===== src/rtl/core/fcorr_pkg.sv =====
// Shared types and constants for the streaming int16 correlation filter.
// No dependencies; every other file of the block imports this package.
`timescale 1ns / 1ps

package fcorr_pkg;

   localparam int SAMPLE_W     = 16;
   localparam int ACC_W        = 32;
   localparam int IDX_W        = 16;
   localparam int SEEN_W       = 17;
   localparam int D_W          = SEEN_W + 1;
   localparam int WIN          = 16;
   localparam int WIN_W        = 4;
   localparam int OUT_MAX      = 16;
   localparam int CNT_W        = 5;
   localparam int TAPCNT_W     = 5;
   localparam int TAP_REGS     = 4;
   localparam int TAPS_PER_REG = 4;
   localparam int CSR_DATA_W   = 64;
   localparam int CSR_ADDR_W   = 6;

   localparam logic [SEEN_W-1:0]   SEEN_MAX      = '1;
   localparam logic [TAPCNT_W-1:0] TAP_COUNT_RST = TAPCNT_W'(16);

   typedef enum logic [2:0] {
      REG_TAP_COUNT    = 3'd0,
      REG_TAPS_0_TO_3  = 3'd1,
      REG_TAPS_4_TO_7  = 3'd2,
      REG_TAPS_8_TO_11 = 3'd3,
      REG_TAPS_12_TO_15 = 3'd4,
      REG_OUTPUT_COUNT = 3'd5
   } reg_idx_type;

   typedef struct packed {
      logic [TAPCNT_W-1:0]                  tap_count;
      logic [TAP_REGS-1:0][CSR_DATA_W-1:0]  taps;
      logic [IDX_W-1:0]                     output_count;
   } fcorr_cfg_type;

   typedef struct packed {
      logic [IDX_W-1:0] out_index;
      logic             end_of_frame;
   } fcorr_meta_type;

endpackage


===== src/rtl/core/fcorr_csr.sv =====
// APB-style register file: tap count, four packed tap words, output count.
// Depends on fcorr_pkg.
`timescale 1ns / 1ps

module fcorr_csr import fcorr_pkg::*; (
   input  logic                  clock,
   input  logic                  reset,
   input  logic                  psel,
   input  logic                  penable,
   input  logic                  pwrite,
   input  logic [CSR_ADDR_W-1:0] paddr,
   input  logic [CSR_DATA_W-1:0] pwdata,
   output logic [CSR_DATA_W-1:0] prdata,
   output logic                  pready,
   output fcorr_cfg_type         cfg
);

   logic [TAPCNT_W-1:0]                 tap_count_ff;
   logic [TAP_REGS-1:0][CSR_DATA_W-1:0] taps_ff;
   logic [IDX_W-1:0]                    output_count_ff;
   logic                                wr_en;
   reg_idx_type                         reg_idx;

   assign pready  = 1'b1;
   assign wr_en   = psel && penable && pwrite && pready;
   assign reg_idx = reg_idx_type'(paddr[5:3]);

   always_ff @(posedge clock) begin
      if (reset) begin
         tap_count_ff    <= TAP_COUNT_RST;
         taps_ff         <= '0;
         output_count_ff <= '0;
      end else if (wr_en) begin
         unique case (reg_idx)
            REG_TAP_COUNT:     tap_count_ff    <= pwdata[TAPCNT_W-1:0];
            REG_TAPS_0_TO_3:   taps_ff[0]      <= pwdata;
            REG_TAPS_4_TO_7:   taps_ff[1]      <= pwdata;
            REG_TAPS_8_TO_11:  taps_ff[2]      <= pwdata;
            REG_TAPS_12_TO_15: taps_ff[3]      <= pwdata;
            REG_OUTPUT_COUNT:  output_count_ff <= pwdata[IDX_W-1:0];
            default: begin
            end
         endcase
      end
   end

   always_comb begin
      unique case (reg_idx)
         REG_TAP_COUNT:     prdata = CSR_DATA_W'(tap_count_ff);
         REG_TAPS_0_TO_3:   prdata = taps_ff[0];
         REG_TAPS_4_TO_7:   prdata = taps_ff[1];
         REG_TAPS_8_TO_11:  prdata = taps_ff[2];
         REG_TAPS_12_TO_15: prdata = taps_ff[3];
         REG_OUTPUT_COUNT:  prdata = CSR_DATA_W'(output_count_ff);
         default:           prdata = '0;
      endcase
   end

   assign cfg.tap_count    = tap_count_ff;
   assign cfg.taps         = taps_ff;
   assign cfg.output_count = output_count_ff;

endmodule


===== config.mk =====
export PLATFORM = sky130hd
export DESIGN_NAME = fcorr_csr
export DESIGN_NICKNAME = d
export VERILOG_FILES = /design/src/rtl/core/fcorr_pkg.sv /design/src/rtl/core/fcorr_csr.sv
export SDC_FILE = /design/constraint.sdc
export NUM_CORES = 1
export LEC_CHECK = 0
export BUFFER_PORTS_ARGS = -buffer_cell sky130_fd_sc_hd__buf_2
export CAP_MARGIN = 40
export CORE_MARGIN = 2
export CORE_UTILIZATION = 52
export CTS_CLUSTER_DIAMETER = 50
export DETAILED_ROUTE_END_ITERATION = 10
export PLACE_DENSITY = 0.87
export SYNTH_ARGS = -nofsm -noshare
export SYNTH_HDL_FRONTEND = slang
export SYNTH_SLANG_ARGS = --single-unit

===== constraint.sdc =====
create_clock -name clock -period 1.6 [get_ports clock]
set_input_delay 0.16 -clock clock [delete_from_list [all_inputs] [get_ports clock]]
set_output_delay 0.16 -clock clock [all_outputs]
set_load 0.02 [all_outputs]

; After elaboration in Yosys (flattened, before gate mapping)
; Cells that the tools add are included.
[word_totals]
reg_bits = 277
elab_cells = 21
[op_classes]
muxes = 1
n_eq_ne = 5
n_reduce_logical = 9
[ops]
columns = operator, count
row1 = one-hot mux 64 bit (6 select lines), 1
row2 = AND reduction 2 bit, 6
row3 = == test 3 x 2 -> 1 bit (second input constant), 2
row4 = == test 3 bit (second input constant), 2
row5 = == test 3 x 1 -> 1 bit (second input constant), 1
row6 = logical NOT 3 bit, 1
row7 = logical AND 1 bit, 2

; Logic depth before layout (Yosys ltp)
; Gate-level depths: netlist of run 1.
[depth]
word_depth = 3
mapped_depth = 7
depth_no_buf = 3

; Worst setup path after synthesis of run 1
; OpenSTA, ideal clock, no wires.
[synth_timing]
path_kind = in2out
start = input port paddr[4]
end = output port prdata[16]
path_buffers = 4
arrival_time_ns = 1.306
t_required_ns = 1.440
setup_slack_ns = 0.134
cell_stages = 7
path_cell_list = buf_2 > nor2b_1 > buf_2 > buf_4 > buf_4 > a22oi_1 > o2bb2ai_1
[synth_between]
elab_chain_len = 2
elab_cells_between_ends = 7
cone_classes = eq/ne (5) / mux (1) / reduce/logical (1)
[synth_rtl]
columns = item, line
row1 = start: declaration, fcorr_csr.sv:11  ; input logic [CSR_ADDR_W-1:0] paddr,
row2 = == test 3 bit (tied with other cells), fcorr_csr.sv:48  ; unique case (reg_idx)
row3 = one-hot mux 64 bit (6 select lines) *, fcorr_csr.sv:48
row4 = end: declaration, fcorr_csr.sv:13  ; output logic [CSR_DATA_W-1:0] prdata,
; Every way passes the cells marked *; elsewhere a longest branch is shown, timed or not.

; Worst setup path in the final report of run 1
[layout_timing]
start = register tap_count_ff[0]
end = output port prdata[0]
[layout_between]
elab_chain_len = 1
[layout_rtl]
columns = item, line
row1 = start: declaration, fcorr_csr.sv:18  ; logic [TAPCNT_W-1:0] tap_count_ff;
row2 = start signal: assignment, fcorr_csr.sv:35  ; REG_TAP_COUNT: tap_count_ff <= pwdata[TAPCNT_W-1:0];
row3 = one-hot mux 64 bit (6 select lines), fcorr_csr.sv:48
; No other way between the ends.

==> summary.md, run 1 <==
| Metric | Value |
|---|---|
| Area occupied by multi-input gates | 7600 um2 |
| Synth area leaders | dfxtp_1 (42%), mux2i_1 (23%), nand2b_1 (16%), mux2_2 (4.7%), o2bb2ai_1 (3.2%) |
| Maximum VDD drop | 807 uV |
| Synthesized flop and latch total | 277 |
| Die ar. | 26,400 um2 |
| Worst-path clk slew | 60 ps |
| DR vias | 12,700 |
| Num rows | 58 |
| WP data required | 1440 ps |
| Max Fclk | 0.541 GHz |
| Max-slew headroom | 0.663 |
| WL final | 51,300 um |
| Final Hold Vio Count | 0 |
| Gr usage total | 0.352 |
| I/O pin count | 417 |
| Vias in the first global route | 13,100 |
| Seq/Total Area, Yosys | 0.424 |
| Nets@finish | 1,856 |
| FF+latch area | 5710 um2 |
| Final period util | 1.15 |
| CTS tree | built |
| Synth unique cells | 29 |
| Max cap viols | 0 |
| Endpoints failing setup | 61 |
| P_sw | 0.00379 W |
| Cells after Synth | 1,235 |
| Post-Layout Inst Area | 19,200 um2 |
| Most frequent cells in the layout | buf_2 (348), nand2b_1 (342), mux2i_1 (304), dfxtp_1 (146), buf_4 (146) |
| Post-DRT Antenna Nets | 0 |
| Max H-tree Level | 1 |
| Core area | 25,000 um2 |
| Ys flop type | dfxtp_1 |
| Clk sink count | 277 |
| DRT iter0 DRCs | 1,209 |
| Initial antenna violation count | 1 |
| First-pass DRT Iterations | 6 |
| Most common cell after layout, fill and taps aside | buf_2 |
| Largest net degree at the start of global routing | 75 |
| Area after DPL | 15,700 um2 |
| Final HPWL DP | 27,000 um |
| Total grt overflow | 0 |
| Die width | 163 um |
| Post-synth net total | 1,310 |
| Port Buffer Count | 412 |
| EDFF count, synth | 0 |
| Pwr Density | 828 nW/um2 |
| Crit path kind | reg -> out |
| Synth Cell Area | 13,100 um2 |
| Unrepaired setup endpoints after global routing | yes |
| Outcome | finished, violations left |
| Die height | 163 um |
| Final-report max-slew violation count | 0 |
| Fillers | 1,368 |
| Yosys top cell by area | dfxtp_1 |
| Routed len/inst | 24.0 um |
| Logic pwr share | 0.088 |
| Worst min-delay path class | in -> reg |
| Worst Skew | 0 ps |
| Part of the power in registers | 0.441 |
| Share of layout cells above drive strength 1 | 0.492 |
| Clock power frac | 0.470 |
| Via-to-Cell Ratio | 5.97 |
| Clk_lat worst skew | 540 ps |
| Final worst setup slack | -247 ps |
| Slew @ Worst Pin | 506 ps |
| First-pass GRT wire length | 73,200 um |
| CTS root buf | clkbuf_16 |
| CP Capture Type | output pin |
| GP Congestion | 0.838 |
| Pint | 0.0121 W |
| CTS buffer count | 31 |
| Top cell type's share of synthesized area | 0.424 |
| Initial core utilization | 0.524 |
| Setup TNS | -6320 ps |
| CP max FO | 3 |
| Crit path DAT | 1690 ps |
| Synth warn | 0 |
| Switching Share | 0.239 |
| Area grow syn2layout | 46.5% |
| P_leak | 9.81 nW |
| Minimum clock period after layout | 1850 ps |
| Average size of a mapped cell | 10.6 um2 |
| Asr flop ratio synth | 0 |
| Layout Utilization | 0.767 |
| CTS Buffer Depth | 3 |
| Residual DRC | 0 |
| Failing checks | negative setup slack |
| Startpoint Class | flop |
[power by group through the flow]
stage / clock [W] / sequential, W / combinational (W)
6_report: 0.00745 / 0.00700 / 0.00140
5_1_grt: 0.00778 / 0.00700 / 0.00145
4_1_cts: 0.00742 / 0.00699 / 0.00130
3_5_place_dp: 0 / 0.00714 / 0.00110
3_3_place_gp: 0 / 0.00714 / 0.00109
2_1_floorplan: 0 / 0.00720 / 0.000624
[metrics by stage]
stage	hold WS (ps)	total power, W	std cells	setup slack, ps
6_report	33.4	0.0159	2134	-247
5_1_grt	36.9	0.0162	2134	-293
4_1_cts	13.7	0.0157	2113	-225
3_5_place_dp	467	0.00825	1921	-51.8
3_3_place_gp	440	0.00823	1921	-48.3
2_1_floorplan	321	0.00782	1235	134
[synthesized netlist by cell type (2+ instances only)]
library cell and count:
nand2b_1 342, clkbuf_1 45, buf_2 25, a221oi_1 3, o221ai_1 2, nand2_1 4, nor2b_1 3, a22oi_1 50
nand2_2 3, buf_6 5, or3_1 2, buf_4 30, a21o_1 9, o22ai_1 10, and2_1 3, nor2_1 5
o2bb2ai_1 48, mux2_2 54, dfxtp_1 277, mux2i_1 305, a21oi_1 2
[sequential cells by signal (all words and copies together), names as in the netlist]
name / flops
cfg: 256
output_count_ff: 16
tap_count_ff: 5
[logic make-up (layout without fill, tap and decap cells)]
| logic type | after synthesis | count (layout) | share of synthesized area |
|---|---|---|---|
| AND/OR/NAND/NOR | 365 | 365 | 0.174 |
| multiplexers | 360 | 360 | 0.282 |
| flip-flops | 277 | 277 | 0.424 |
| other | 1 | 2 | 0.000287 |
| AO/OA/AOI/OAI | 126 | 126 | 0.0759 |
| buffers and inverters | 106 | 674 | 0.0443 |
[worst paths after layout]
kind                   start        end  slack (ps)  depth (start not counted)
max          tap_count_ff[0]  prdata[0]        -250                          4
max reg2reg         cfg[250]   cfg[250]         720                          2
min                pwdata[8]   cfg[216]          30                          3
min reg2reg          cfg[34]    cfg[34]         480                          2
[layout make-up]
cell class                 count  share of cell area
multi-input combinational    852               0.397
sequential                   277               0.298
timing repair buffer         618               0.228
clock buffer                  45              0.0464
tap                          330              0.0216
clock inverter                10             0.00875
inverter                       1            0.000196
antenna                        1            0.000131
[per-layer routing]
metal | track usage | share of wire | vias up
met4 | 0.193 | 0.061 | 0
li1 | - | - | 5402
met1 | 0.395 | 0.37 | 6179
met5 | 0 | 0 | -
met2 | 0.618 | 0.48 | 888
met3 | 0.0800 | 0.088 | 268
[worst max-delay path: stages, from the launching register on]
cell,delay (ps)
dfxtp_2,340
mux4_2,510
nand2_2,90
o21ai_2,60
buf_6,140
[what timing repair did]
action	in CTS	in global routing
pin swaps	66	31
setup buffers	78	20
endpoints found under the setup margin	63	64
hold endpoints to repair	219	0
resized for setup	262	95
hold buffers	59	0
Note: power is estimated with default switching activity, not from simulation.
==> run 2, diff against run 1 <==
SETUP_SLACK_MARGIN = 0.3   (was not set)
==> summary.md, run 2 (synthesis gave the netlist of run 1 again) <==
| Metric | Value |
|---|---|
| Fillers | 1,183 (-14%) |
| Residual DRC | 0 (unchanged) |
| Pre-CTS setup slack | -28.4 ps (+23.4 ps) |
| CTS buffer count | 31 (unchanged) |
| Vias in the first global route | 13,400 (+2.7%) |
| DRT iter0 DRCs | 1,221 (+0.99%) |
| Post-DRT Antenna Nets | 0 (unchanged) |
| Max cap viols | 0 (unchanged) |
| GP Congestion | 0.819 (-2.3%) |
| Initial core utilization | 0.524 (unchanged) |
| Final worst setup slack | -342 ps (-94.3 ps) |
| WL final | 56,500 um (+10%) |
| Maximum VDD drop | 796 uV (-1.4%) |
| Max reg flops | 256 (unchanged) |
| I/O pin count | 417 (unchanged) |
| Largest net degree at the start of global routing | 73 (-2.7%) |
| Worst Skew | 0 ps (unchanged) |
| First-pass GRT wire length | 77,100 um (+5.3%) |
| Worst min-delay path class | in -> reg |
| DR vias | 13,000 (+2.4%) |
| CTS root buf | clkbuf_16 |
| Post-Layout Inst Area | 20,400 um2 (+6.3%) |
| Final HPWL DP | 27,200 um (+0.76%) |
| Area after DPL | 16,000 um2 (+1.9%) |
| Max H-tree Level | 1 (unchanged) |
| Clk sink count | 277 (unchanged) |
| RR Startpoint | cfg[170] |
| Area grow syn2layout | 55.7% |
| Crit path DAT | 1780 ps (+90 ps) |
| Max-slew headroom | 0.557 (-0.106) |
| Clk_lat worst skew | 550 ps (about the same) |
| Worst hold path startpoint | pwdata[0] |
| Dpl cells | 1,922 (+0.052%) |
| Worst-path clk slew | 60 ps (about the same) |
| CTS Buffer Depth | 3 (unchanged) |
| Setup TNS | -7520 ps (-1200 ps) |
| Num rows | 58 (unchanged) |
| Outcome | finished, violations left |
| Gr usage total | 0.371 (+0.0198) |
| Port Buffer Count | 412 (unchanged) |
| Final Hold Vio Count | 0 (unchanged) |
| Initial antenna violation count | 1 (unchanged) |
| Unrepaired setup endpoints after global routing | yes |
| WP data required | 1440 ps (about the same) |
| CTS tree | built |
| Most frequent cells in the layout | nand2b_1 (342), mux2i_1 (303), buf_6 (214), dfxtp_2 (195), buf_2 (172) |
| Minimum clock period after layout | 1940 ps (+94.3 ps) |
| Crit path kind | reg -> out |
| Pwr Density | 782 nW/um2 (-5.6%) |
| Nets@finish | 1,846 (-0.54%) |
| Final-report max-slew violation count | 0 (unchanged) |
| Routed len/inst | 26.6 um (+11%) |
| Max Fclk | 0.515 GHz (-4.9%) |
| Failing checks | negative setup slack |
| Die ar. | 26,400 um2 (unchanged) |
| CP max FO | 3 (unchanged) |
| Total power | 0.0159 W (+0.35%) |
| Via-to-Cell Ratio | 6.14 (+2.8%) |
| Final Non-Filler Cells | 2,125 (-0.42%) |
| Slew @ Worst Pin | 665 ps (+158 ps) |
| CP Capture Type | output pin |
| Die height | 163 um (unchanged) |
| Critical path startpoint | cfg[146] |
| Die width | 163 um (unchanged) |
| Share of layout cells above drive strength 1 | 0.541 (+0.0493) |
| Total grt overflow | 0 (unchanged) |
| Most common cell after layout, fill and taps aside | nand2b_1 |
| Core area | 25,000 um2 (unchanged) |
| Endpoints failing setup | 61 (unchanged) |
| First-pass DRT Iterations | 5 (-1) |
| Startpoint Class | flop |
| P_leak | 9.92 nW (+1.1%) |
| Final period util | 1.21 (+0.0589) |
==> run 2: changes by cell type in the layout (fill, tap and decap cells not counted), sizes merged <==
cell / delta
bufinv: -1
buf: -12
inv: -2
clkbuf: -2
clkinv: +6
clkinvlp: +4
dlygate4sd3: -2
==> run 2: worst paths after layout <==
kind                                  end  slack, ps  cells after the start
worst min-delay path              cfg[80]         20                      3
worst min register to register    cfg[45]        490                      2
worst max register to register   cfg[170]        650                      4
worst max-delay path            prdata[2]       -340                      4
==> run 2: layer usage <==
layer	up-vias	track usage	share of wire
met1	6298	0.404	0.34
met5	-	0	0
met3	332	0.0970	0.097
li1	5385	-	-
met4	0	0.226	0.070
met2	1029	0.648	0.49
==> run 2: through the flow <==
step,hold WS [ps],utilization
floorplan,321,-
global placement,448,0.640
detailed placement,450,0.640
CTS,5.07,0.780
global route,35.3,0.815
finish,21.2,0.815
==> run 2: layout make-up <==
type | instances | area [um2] | area share
flip-flops and latches | 277 | 5790 | 0.285
well taps | 330 | 413 | 0.0203
multi-input cells | 852 | 7750 | 0.381
clock buffers | 39 | 856 | 0.0420
clock inverters | 17 | 184 | 0.00904
diodes | 1 | 2.50 | 0.000123
inverters | 1 | 3.75 | 0.000184
repair buffers | 608 | 5350 | 0.263
==> run 2: critical path, stage by stage (launching register included) <==
cell,delay (ps)
dfxtp_1,370
mux2_2,300
a22oi_1,260
a21oi_2,150
buf_6,160
==> run 2: what timing repair did <==
| item | 4_1_cts | 5_1_grt |
|---|---|---|
| setup endpoints to repair | 95 | 236 |
| hold buffers | 57 | 0 |
| hold endpoints to repair | 217 | 0 |
| gates resized for setup | 485 | 265 |
| setup buffers | 70 | 19 |
| pin swaps | 65 | 42 |
==> run 2: where the power goes <==
part,internal [W],switching [W]
Sequential,0.00695,0.0000549
Clock,0.00427,0.00315
Combinational,0.000649,0.000833
==> run 3, diff against run 2 <==
CELL_PAD_IN_SITES_DETAIL_PLACEMENT = 0   (was not set)
CELL_PAD_IN_SITES_GLOBAL_PLACEMENT = 1   (was not set)
CORE_UTILIZATION = 39   (was 52)
MAX_ROUTING_LAYER = met4   (was not set)
PLACE_DENSITY = 0.86   (was 0.87)
==> summary.md, run 3 (synthesis gave the netlist of run 1 again) <==
| Metric | Value |
|---|---|
| Via-to-Cell Ratio | 5.11 (-17%) |
| Area grow syn2layout | 49.4% |
| Port Buffer Count | 412 (unchanged) |
| Failing checks | negative setup slack |
| RR Startpoint | cfg[69] |
| I/O pin count | 417 (unchanged) |
| Crit-path max cell delay | 330 ps (-40 ps) |
| Outcome | finished, violations left |
| Final hold slack | 14.7 ps (-6.51 ps) |
| DR vias | 11,400 (-13%) |
| Maximum VDD drop | 479 uV (-40%) |
| Post-DRT Antenna Nets | 0 (unchanged) |
| Max Fclk | 0.583 GHz (+13%) |
| Final Non-Filler Cells | 2,231 (+5.0%) |
| Worst-path clk slew | 60 ps (about the same) |
| Crit path DAT | 1550 ps (-230 ps) |
| Max reg flops | 256 (unchanged) |
| Unrepaired setup endpoints after global routing | yes |
| Largest net degree at the start of global routing | 93 (+27%) |
| CTS Buffer Depth | 3 (unchanged) |
| Worst min-delay path class | in -> reg |
| Area after DPL | 16,200 um2 (+1.3%) |
| First-pass GRT wire length | 67,700 um (-12%) |
| Final worst setup slack | -114 ps (+227 ps) |
| GP Congestion | 0.820 (+0.12%) |
| WP data required | 1440 ps (about the same) |
| Share of layout cells above drive strength 1 | 0.519 (-0.0219) |
| Initial core utilization | 0.393 (-0.131) |
| Post-Layout Inst Area | 19,500 um2 (-4.0%) |
| Core area | 33,300 um2 (+33%) |
| Minimum clock period after layout | 1710 ps (-227 ps) |
| Final Hold Vio Count | 0 (unchanged) |
| Crit path kind | reg -> out |
| R2r setup slk | 780 ps (+130 ps) |
| Total power | 0.0161 W (+1.2%) |
| DRT iter0 DRCs | 498 (-59%) |
| Endpoints failing setup | 41 (-33%) |
| Vias in the first global route | 11,800 (-12%) |
| WL final | 44,100 um (-22%) |
| P_leak | 9.82 nW (-0.99%) |
| CTS buffer count | 35 (+13%) |
| Nets@finish | 1,834 (-0.65%) |
| Initial antenna violation count | 2 (+1) |
| Slowest-stage cell, CP | dfxtp_2 |
| Gr usage total | 0.249 (-0.123) |
| Max cap viols | 0 (unchanged) |
| CP Capture Type | output pin |
| Most frequent cells in the layout | nand2b_1 (342), buf_2 (311), mux2i_1 (304), dfxtp_1 (142), dfxtp_2 (135) |
| First-pass DRT Iterations | 5 (unchanged) |
| Critical path startpoint | cfg[49] |
| Num rows | 67 (+16%) |
| Die width | 187 um (+15%) |
| Max H-tree Level | 2 (+1) |
| Final-report max-slew violation count | 0 (unchanged) |
| Startpoint Class | flop |
| Reg2reg path depth | 4 (unchanged) |
| Setup crit end | prdata[33] |
| CTS tree | built |
| CTS root buf | clkbuf_16 |
| Clk_lat worst skew | 490 ps (-60 ps) |
| Clk sink count | 277 (unchanged) |
| Final period util | 1.07 (-0.142) |
| Residual DRC | 0 (unchanged) |
| Dpl cells | 2,045 (+6.4%) |
| Die height | 187 um (+15%) |
| Worst Skew | 0 ps (unchanged) |
| Layout Utilization | 0.587 (-0.228) |
| Total grt overflow | 0 (unchanged) |
| CP max FO | 3 (unchanged) |
| Worst reg2reg path endpoint | cfg[69] |
| Worst-path cell chain | mux2_4 > a22oi_2 > o2bb2ai_2 > buf_6 |
| Final HPWL DP | 28,500 um (+4.4%) |
| Most common cell after layout, fill and taps aside | nand2b_1 |
| Routed len/inst | 19.8 um (-26%) |
| Pwr Density | 825 nW/um2 (+5.5%) |
| Die ar. | 35,000 um2 (+32%) |
-- run 3: changes by cell type in the layout (fill, tap and decap cells not counted), moves of 5 or more --
cell	change
mux2_2	+5
dfxtp_1	+61
inv_6	+5
buf_2	+139
buf_4	-5
dlygate4sd3_1	-28
dfxtp_2	-60
mux2_4	-5
buf_6	-120
-- run 3: layout make-up --
class / instances / area, um2
Clock inverter: 12 / 138
Sequential cell: 277 / 5710
Tap cell: 448 / 561
Inverter: 1 / 3.75
Fill cell: 2754 / 13800
Multi-Input combinational cell: 852 / 7730
Antenna cell: 2 / 5.00
Timing Repair Buffer: 592 / 4380
Clock buffer: 47 / 1000
-- run 3: timing repair --
item                                   in CTS  in global routing
setup endpoints to repair                  65                100
setup buffers                              88                  8
hold buffers                               29                  0
gates resized for setup                   306                120
cloned                                      0                  0
pin swaps                                  74                 42
endpoints found under the hold margin      71                  0
-- run 3: how the worst min path moves through the flow --
| stage | start | end | depth (start not counted) |
|---|---|---|---|
| 2_1_floorplan | pwdata[4] | tap_count_ff[4] | 2 |
| 3_3_place_gp | pwdata[4] | tap_count_ff[4] | 3 |
| 3_5_place_dp | pwdata[4] | tap_count_ff[4] | 3 |
| 4_1_cts | pwdata[57] | cfg[201] | 3 |
| 5_1_grt | pwdata[54] | cfg[70] | 3 |
| 6_report | pwdata[54] | cfg[198] | 3 |
-- run 3: where the power goes --
group / leakage, nW / internal (W) / switching [W]
Sequential: 2.30 / 0.00695 / 0.0000440
Combinational: 6.96 / 0.000586 / 0.000743
Clock: 0.562 / 0.00474 / 0.00304
Total: 9.82 / 0.0123 / 0.00383
-- run 3: metrics by stage --
| step | TNS (ps) | worst slack (ps) |
|---|---|---|
| 2_1_floorplan | 0 | 253 |
| 3_3_place_gp | -389 | -151 |
| 3_5_place_dp | -481 | -155 |
| 4_1_cts | -2590 | -151 |
| 5_1_grt | -4110 | -155 |
| 6_report | -1140 | -114 |
-- run 3: critical path, delay by kind of cell, from the launching register on --
family / cells / cell delay (ps)
buf+inv: 1 / 140
compound gates: 2 / 320
mux: 1 / 270
flops: 1 / 330
-- run 3: metal layers --
| layer | track usage | share of wire | vias up |
|---|---|---|---|
| li1 | - | - | 5344 |
| met1 | 0.304 | 0.43 | 5572 |
| met2 | 0.409 | 0.48 | 420 |
| met3 | 0.0501 | 0.064 | 75 |
| met4 | 0.0858 | 0.027 | 0 |
| met5 | - | 0 | - |
